==> config.mk <==
export PLATFORM = sky130hd
export DESIGN_NAME = hpq_mac
export DESIGN_NICKNAME = d
export VERILOG_FILES = /design/src/sv/hull_point_halfspace_query_defines.svh /design/src/sv/hpq_pkg.sv /design/src/sv/hpq_mac.sv
export SDC_FILE = /design/constraint.sdc
export NUM_CORES = 2
export LEC_CHECK = 0
export BUFFER_PORTS_ARGS = -buffer_cell sky130_fd_sc_hd__buf_4
export CAP_MARGIN = 10
export CORE_MARGIN = 2
export CORE_UTILIZATION = 50
export CTS_CLUSTER_SIZE = 25
export DETAILED_ROUTE_END_ITERATION = 10
export PLACE_DENSITY_LB_ADDON = 0.08
export SYNTH_ARGS = -nofsm -noshare
export SYNTH_HDL_FRONTEND = slang
export SYNTH_SLANG_ARGS = --single-unit
==> constraint.sdc <==
create_clock -name clock -period 6 [get_ports clock]
set_clock_uncertainty 0.2 [all_clocks]
set_input_delay 0.3 -clock clock [delete_from_list [all_inputs] [get_ports clock]]
set_output_delay 0.3 -clock clock [all_outputs]
set_load 0.01 [all_outputs]
==> src/sv/hull_point_halfspace_query_defines.svh <==
// assertion macros for the hull point half-space query block
// needs signals named clock and reset in the module that uses them
`ifndef HULL_POINT_HALFSPACE_QUERY_DEFINES_SVH
`define HULL_POINT_HALFSPACE_QUERY_DEFINES_SVH

// consequent checked in the same cycle as the antecedent
`define HPQ_ASSERT_SAME(label, ante, cons, msg) \
   label: assert property (@(posedge clock) disable iff (reset) (ante) |-> (cons)) \
      else $error(msg);

// consequent checked in the cycle after the antecedent
`define HPQ_ASSERT_NEXT(label, ante, cons, msg) \
   label: assert property (@(posedge clock) disable iff (reset) (ante) |=> (cons)) \
      else $error(msg);

`endif

==> src/sv/hpq_pkg.sv <==
// shared constants, codes and types of the hull point half-space query block
// no dependencies
`timescale 1ns / 1ps

package hpq_pkg;

   // table size and fixed-point format
   localparam int MAX_FACETS    = 64;
   localparam int FRAC_BITS     = 16;
   localparam int ADDR_W        = $clog2(MAX_FACETS);
   localparam int CNT_W         = $clog2(MAX_FACETS + 1);

   // field widths
   localparam int FUNC_W        = 1;
   localparam int FACET_INDEX_W = 6;
   localparam int FACET_COUNT_W = 7;
   localparam int EPSILON_W     = 31;
   localparam int CSR_INDEX_W   = 1;
   localparam int CSR_DATA_W    = 31;
   localparam int NORMAL_W      = 18;
   localparam int COORD_W       = 32;
   localparam int DIST_W        = 32;

   // datapath widths
   localparam int DIFF_W        = COORD_W + 1;
   localparam int PROD_W        = NORMAL_W + DIFF_W;
   localparam int ACC_W         = PROD_W + 2;

   // widths that hold an index or count next to the table size
   localparam int IDX_EXT_W = ((ADDR_W > FACET_INDEX_W) ? ADDR_W : FACET_INDEX_W) + 1;
   localparam int LIM_W     = ((CNT_W > FACET_COUNT_W) ? CNT_W : FACET_COUNT_W) + 1;

   // saturation bounds of a distance
   localparam logic signed [DIST_W-1:0] DIST_MAX = 32'sh7fffffff;
   localparam logic signed [DIST_W-1:0] DIST_MIN = 32'sh80000000;

   // register indexes
   typedef enum logic [CSR_INDEX_W-1:0] {
      CSR_FACET_COUNT = 1'b0,
      CSR_EPSILON     = 1'b1
   } csr_index_type;

   // item function codes
   typedef enum logic [FUNC_W-1:0] {
      FUNC_LOAD  = 1'b0,
      FUNC_QUERY = 1'b1
   } func_type;

   // vector component handled by the shared unit
   typedef enum logic [1:0] {
      COMP_X = 2'd0,
      COMP_Y = 2'd1,
      COMP_Z = 2'd2
   } comp_type;

   // one facet table entry
   typedef struct packed {
      logic signed [NORMAL_W-1:0] normal_z;
      logic signed [NORMAL_W-1:0] normal_y;
      logic signed [NORMAL_W-1:0] normal_x;
      logic signed [COORD_W-1:0]  vertex_z;
      logic signed [COORD_W-1:0]  vertex_y;
      logic signed [COORD_W-1:0]  vertex_x;
   } facet_entry_type;

   // sequencer to shared unit
   typedef struct packed {
      logic     issue;
      comp_type comp;
      logic     first;
      logic     last;
   } mac_ctrl_type;

   // shared unit to sequencer
   typedef struct packed {
      logic busy;
      logic dist_valid;
   } mac_status_type;

endpackage

==> src/sv/hpq_mac.sv <==
// shared plane distance unit: subtract, multiply, accumulate, then floor shift and saturate
// one vector component per issue; depends on hpq_pkg
`timescale 1ns / 1ps

module hpq_mac (
   input  logic                                 clock,
   input  logic                                 reset,
   input  hpq_pkg::mac_ctrl_type                ctrl,
   input  hpq_pkg::facet_entry_type             entry,
   input  logic signed [hpq_pkg::COORD_W-1:0]   query_x,
   input  logic signed [hpq_pkg::COORD_W-1:0]   query_y,
   input  logic signed [hpq_pkg::COORD_W-1:0]   query_z,
   output logic signed [hpq_pkg::DIST_W-1:0]    dist_ff,
   output hpq_pkg::mac_status_type              status
);

   logic signed [hpq_pkg::COORD_W-1:0]  query_sel;
   logic signed [hpq_pkg::COORD_W-1:0]  vertex_sel;
   logic signed [hpq_pkg::NORMAL_W-1:0] norm_in;
   logic signed [hpq_pkg::NORMAL_W-1:0] norm_ff;
   logic signed [hpq_pkg::DIFF_W-1:0]   diff_in;
   logic signed [hpq_pkg::DIFF_W-1:0]   diff_ff;
   logic                                d_valid_ff;
   logic                                d_first_ff;
   logic                                d_last_ff;
   logic signed [hpq_pkg::PROD_W-1:0]   prod_in;
   logic signed [hpq_pkg::PROD_W-1:0]   prod_ff;
   logic                                p_valid_ff;
   logic                                p_first_ff;
   logic                                p_last_ff;
   logic signed [hpq_pkg::ACC_W-1:0]    acc_in;
   logic signed [hpq_pkg::ACC_W-1:0]    acc_ff;
   logic                                a_done_ff;
   logic signed [hpq_pkg::ACC_W-1:0]    shifted;
   logic signed [hpq_pkg::DIST_W-1:0]   sat_in;
   logic                                dist_valid_ff;

   // component select
   always_comb begin
      case (ctrl.comp)
         hpq_pkg::COMP_X: begin
            query_sel  = query_x;
            vertex_sel = entry.vertex_x;
            norm_in    = entry.normal_x;
         end
         hpq_pkg::COMP_Y: begin
            query_sel  = query_y;
            vertex_sel = entry.vertex_y;
            norm_in    = entry.normal_y;
         end
         default: begin
            query_sel  = query_z;
            vertex_sel = entry.vertex_z;
            norm_in    = entry.normal_z;
         end
      endcase
      diff_in = hpq_pkg::DIFF_W'(query_sel) - hpq_pkg::DIFF_W'(vertex_sel);
   end

   // signed product at full width
   assign prod_in = norm_ff * diff_ff;

   // accumulate, the first component restarts the sum
   assign acc_in = p_first_ff ? hpq_pkg::ACC_W'(prod_ff)
                              : acc_ff + hpq_pkg::ACC_W'(prod_ff);

   // floor shift and clamp to the distance range
   always_comb begin
      shifted = acc_ff >>> hpq_pkg::FRAC_BITS;
      if (shifted > hpq_pkg::ACC_W'(hpq_pkg::DIST_MAX)) begin
         sat_in = hpq_pkg::DIST_MAX;
      end else if (shifted < hpq_pkg::ACC_W'(hpq_pkg::DIST_MIN)) begin
         sat_in = hpq_pkg::DIST_MIN;
      end else begin
         sat_in = shifted[hpq_pkg::DIST_W-1:0];
      end
   end

   // stage valids
   always_ff @(posedge clock) begin
      if (reset) begin
         d_valid_ff    <= 1'b0;
         p_valid_ff    <= 1'b0;
         a_done_ff     <= 1'b0;
         dist_valid_ff <= 1'b0;
      end else begin
         d_valid_ff    <= ctrl.issue;
         p_valid_ff    <= d_valid_ff;
         a_done_ff     <= p_valid_ff & p_last_ff;
         dist_valid_ff <= a_done_ff;
      end
   end

   // datapath stages
   always_ff @(posedge clock) begin
      if (ctrl.issue) begin
         diff_ff    <= diff_in;
         norm_ff    <= norm_in;
         d_first_ff <= ctrl.first;
         d_last_ff  <= ctrl.last;
      end
      if (d_valid_ff) begin
         prod_ff    <= prod_in;
         p_first_ff <= d_first_ff;
         p_last_ff  <= d_last_ff;
      end
      if (p_valid_ff) begin
         acc_ff <= acc_in;
      end
      if (a_done_ff) begin
         dist_ff <= sat_in;
      end
   end

   assign status.busy       = d_valid_ff | p_valid_ff | a_done_ff | dist_valid_ff;
   assign status.dist_valid = dist_valid_ff;

endmodule

==> impl_metrics.env <==
export IMPL_worstHoldPathCells=3
export IMPL_initial_utilization_pct=50.4
export IMPL_synth_compound_area_share_pct=10.7
export IMPL_drt_drc_violations_left=0
export IMPL_clock_tree_buffer_depth=2
export IMPL_post_synth_fa_ha_maj_area_fraction_pct=42.3
export IMPL_worst_setup_slack_final_ns=-0.607
export IMPL_synthesized_area_fraction_occupied_by_and_or_nand_nor_cells_pct=14.3
export IMPL_floorplan_die_area_um2=68400
export IMPL_ys_flop_type="sky130_fd_sc_hd__edfxtp_1"
export IMPL_tightestPinTransition_ns=0.822
export IMPL_n_fill_cell=5487
export IMPL_timing_reg2reg_setup_slack_ns=-0.61
export IMPL_detailedPlace_worstSlack_ns=-0.659
export IMPL_cts_sink_count=195
export IMPL_finalSetupViolations=30
export IMPL_synth_edff_count=191
export IMPL_worst_slew_margin_rel_pct=45.2
export IMPL_fin_util_pct=61.7
export IMPL_ys_seq_elements=195
export IMPL_ctsRootBufferMaster="sky130_fd_sc_hd__clkbuf_16"
export IMPL_cp_max_fo=4
export IMPL_result_of_the_run="complete, but fails checks"
export IMPL_grt_start_max_net_pins=70
export IMPL_die_height_um=262
export IMPL_grt_setup_unrepaired="true"
export IMPL_worst_endpoint_required_ns=6.06
export IMPL_fraction_of_layout_instances_using_a_drive_strength_above_1_pct=21.2
export IMPL_synth_yosys_seq_area_share_pct=17.5
export IMPL_synthDistinctLibCells=82
export IMPL_grt_antenna_before_repair=0
export IMPL_via_count=25682
export IMPL_ios=287
export IMPL_grt_usage_pct=26.1
export IMPL_synth_cell_area_um2=33200
export IMPL_drv_cap=0
export IMPL_overflow_left_after_global_routing=0
export IMPL_period_minus_slack_ns=6.61
export IMPL_timing_hold_worst_class="in -> reg"
export IMPL_hold_slack_ns=0.0315
export IMPL_synth_area_per_inst_um2=9.30
export IMPL_ant_nets=0
export IMPL_global_route_wire_length_before_repair_um=141000
export IMPL_cp_capture_type="flip-flop"
export IMPL_timing_critical_path_from_type="flip-flop"
export IMPL_rows=94
export IMPL_timing_final_max_slew_violations=0
export IMPL_portBuffers=286
export IMPL_cts_made_buffers=17
export IMPL_mostFrequentLayoutCells="sky130_fd_sc_hd__inv_1 (636), sky130_fd_sc_hd__buf_4 (603), sky130_fd_sc_hd__fa_1 (548)"
export IMPL_die_width_um=262
export IMPL_violations_in_the_final_reports="setup timing"
export IMPL_syn2layout_area_growth_pct=22.3
export IMPL_worstHoldStart="entry[138]"
export IMPL_timing_rr_start="diff_ff[11]"
export IMPL_hpwl_after_detailed_placement_um=72800
export IMPL_parity_gate_share_of_the_synthesized_area_counting_xor_and_xnor_cells_pct=3.12
export IMPL_total_wirelength_of_the_detailed_routed_design_um=85800
export IMPL_tritoncts="yes"
export IMPL_number_of_global_route_vias_before_repair=27533
export IMPL_worst_path_arrival_ns=6.66
export IMPL_initialDrtViolationCount=1198
export IMPL_synth_cells=3567
export IMPL_synthesis_nets=4598
export IMPL_timing_fmax_mhz=151
export IMPL_min_to="norm_ff[6]"
export IMPL_rr_worst_depth=23
export IMPL_reg2reg_to="prod_ff[50]"
export IMPL_clock_insertion_delay_worst_skew_ns=0.51
export IMPL_cts_htree_levels=4
export IMPL_avgViaCountPerCell=5.16
export IMPL_synth_async_reset_ratio_pct=0
export IMPL_clkSlewWorstSetupHoldPaths_ns=0.09
export IMPL_detail_route_wl_per_cell_um=17.2
export IMPL_total_number_of_nets_in_the_final_design=5132
export IMPL_layout_worst_path_cycle_share_pct=110
export IMPL_diodes=0
export IMPL_synth_area_mux_share_pct=2.63
export IMPL_setup_worst_path_class="reg -> reg"
export IMPL_leading_cell_type_in_the_layout_fill_and_taps_excluded="sky130_fd_sc_hd__inv_1"
export IMPL_core_area_um2=65700
export IMPL_global_placement_routability_congestion=0.977
export IMPL_detailedRoute_firstPassIterationCount=5
export IMPL_finalHoldViolations=0
export IMPL_synthesis_yosys_warnings=0
export IMPL_synth_top_family_by_area="adder cells"
## worst max-delay path, stage by stage, from the launching register on
cell and delay, ns:
sky130_fd_sc_hd__edfxtp_1 0.44, sky130_fd_sc_hd__buf_4 0.18, sky130_fd_sc_hd__and2_1 0.17, sky130_fd_sc_hd__fa_1 0.48, sky130_fd_sc_hd__inv_1 0.05, sky130_fd_sc_hd__fa_1 0.47, sky130_fd_sc_hd__fa_1 0.55, sky130_fd_sc_hd__inv_2 0.05
sky130_fd_sc_hd__fa_1 0.49, sky130_fd_sc_hd__fa_1 0.55, sky130_fd_sc_hd__inv_1 0.06, sky130_fd_sc_hd__fa_1 0.49, sky130_fd_sc_hd__inv_2 0.05, sky130_fd_sc_hd__ha_4 0.26, sky130_fd_sc_hd__nand4_1 0.18, sky130_fd_sc_hd__nor4_4 0.33
sky130_fd_sc_hd__nand4b_1 0.23, sky130_fd_sc_hd__o221ai_4 0.17, sky130_fd_sc_hd__a311oi_4 0.17, sky130_fd_sc_hd__o21ai_4 0.26, sky130_fd_sc_hd__a311oi_4 0.15, sky130_fd_sc_hd__o21ai_1 0.18, sky130_fd_sc_hd__a21oi_2 0.07, sky130_fd_sc_hd__xnor2_1 0.12
## layer usage
metal	up-vias	share of wire (%)	track usage [%]
met3	87	6.6	4.98
met5	-	0	0
met2	801	47	43.6
met1	12486	44	34.6
met4	0	2.6	7.94
li1	12308	-	-
## cells in the mapped netlist (8+ instances only)
master	count	share of area [%]
sky130_fd_sc_hd__mux2i_1	86	2.6
sky130_fd_sc_hd__o21bai_1	24	0.54
sky130_fd_sc_hd__o21ai_1	11	0.17
sky130_fd_sc_hd__fa_1	571	34
sky130_fd_sc_hd__ha_1	207	7.8
sky130_fd_sc_hd__xnor2_1	82	2.2
sky130_fd_sc_hd__nand4_1	15	0.28
sky130_fd_sc_hd__o21a_1	25	0.57
sky130_fd_sc_hd__xor2_1	36	0.95
sky130_fd_sc_hd__buf_1	8	0.091
sky130_fd_sc_hd__edfxtp_1	191	17
sky130_fd_sc_hd__nor2_1	127	1.4
sky130_fd_sc_hd__a31oi_1	12	0.23
sky130_fd_sc_hd__a21oi_1	149	2.2
sky130_fd_sc_hd__o211ai_1	12	0.27
sky130_fd_sc_hd__a21o_1	77	1.7
sky130_fd_sc_hd__inv_1	659	7.5
sky130_fd_sc_hd__nand2b_1	23	0.43
sky130_fd_sc_hd__clkbuf_1	155	1.8
sky130_fd_sc_hd__nor3_1	17	0.26
sky130_fd_sc_hd__a211oi_1	13	0.29
sky130_fd_sc_hd__nand2_1	506	5.7
sky130_fd_sc_hd__nor2b_1	17	0.32
sky130_fd_sc_hd__nand3_1	30	0.45
sky130_fd_sc_hd__and2_1	232	4.4
sky130_fd_sc_hd__o21ai_0	148	2.2
## cell type report
type,count,area (um^2),area share (%)
Clock inverter,15,158,0.389
Inverter,659,2480,6.10
Clock buffer,17,425,1.05
Sequential cell,195,5820,14.3
Timing Repair Buffer,683,5570,13.7
Multi-Input combinational cell,2545,25000,61.7
Tap cell,864,1080,2.66
## sequential cells by signal (all words and copies together) (netlist names), 18 cells and up
register	count
acc_ff	53
prod_ff	51
diff_ff	33
norm_ff	18
dist_ff	32
## worst max-delay path by stage
stage                startpoint     endpoint  slack (ns)  cells after the start
global route         norm_ff[6]  prod_ff[50]       -0.80                     22
finish              diff_ff[11]  prod_ff[50]       -0.61                     23
global placement     diff_ff[8]  prod_ff[50]       -0.65                     22
floorplan            norm_ff[6]  prod_ff[45]       -0.22                     22
detailed placement   norm_ff[2]  prod_ff[50]       -0.66                     23
CTS                  norm_ff[2]  prod_ff[45]       -0.56                     22
## per-stage QoR
stage,cells,setup TNS [ns],area (um^2)
finish,4978,-9.97,40600
global route,4978,-16.79,40600
CTS,4963,-9.57,40200
detailed placement,4877,-12.19,38800
global placement,4877,-10.40,38800
floorplan,3567,-1.31,33700
## logic make-up (layout without fill, tap and decap cells)
logic type                 after synthesis  in the layout
xor gates and xnor gates               118            118
adders and majority gates              778            778
DFF                                    195            195
buffers and inverters                  827           1374
and+or+nand+nor                       1015           1015
AOI/OAI and AO/OA                      547            547
muxes                                   87             87
## timing repair
item                       CTS  global route
pin swaps                   43            27
hold buffers                31             0
gates resized for setup     88            71
gates cloned                 0             1
hold endpoints to repair    23             0
setup buffers               26            14
setup endpoints to repair   31            36
Power is not shown: default switching activity piles up to over one toggle a cycle in this logic, so the estimate is an artifact.
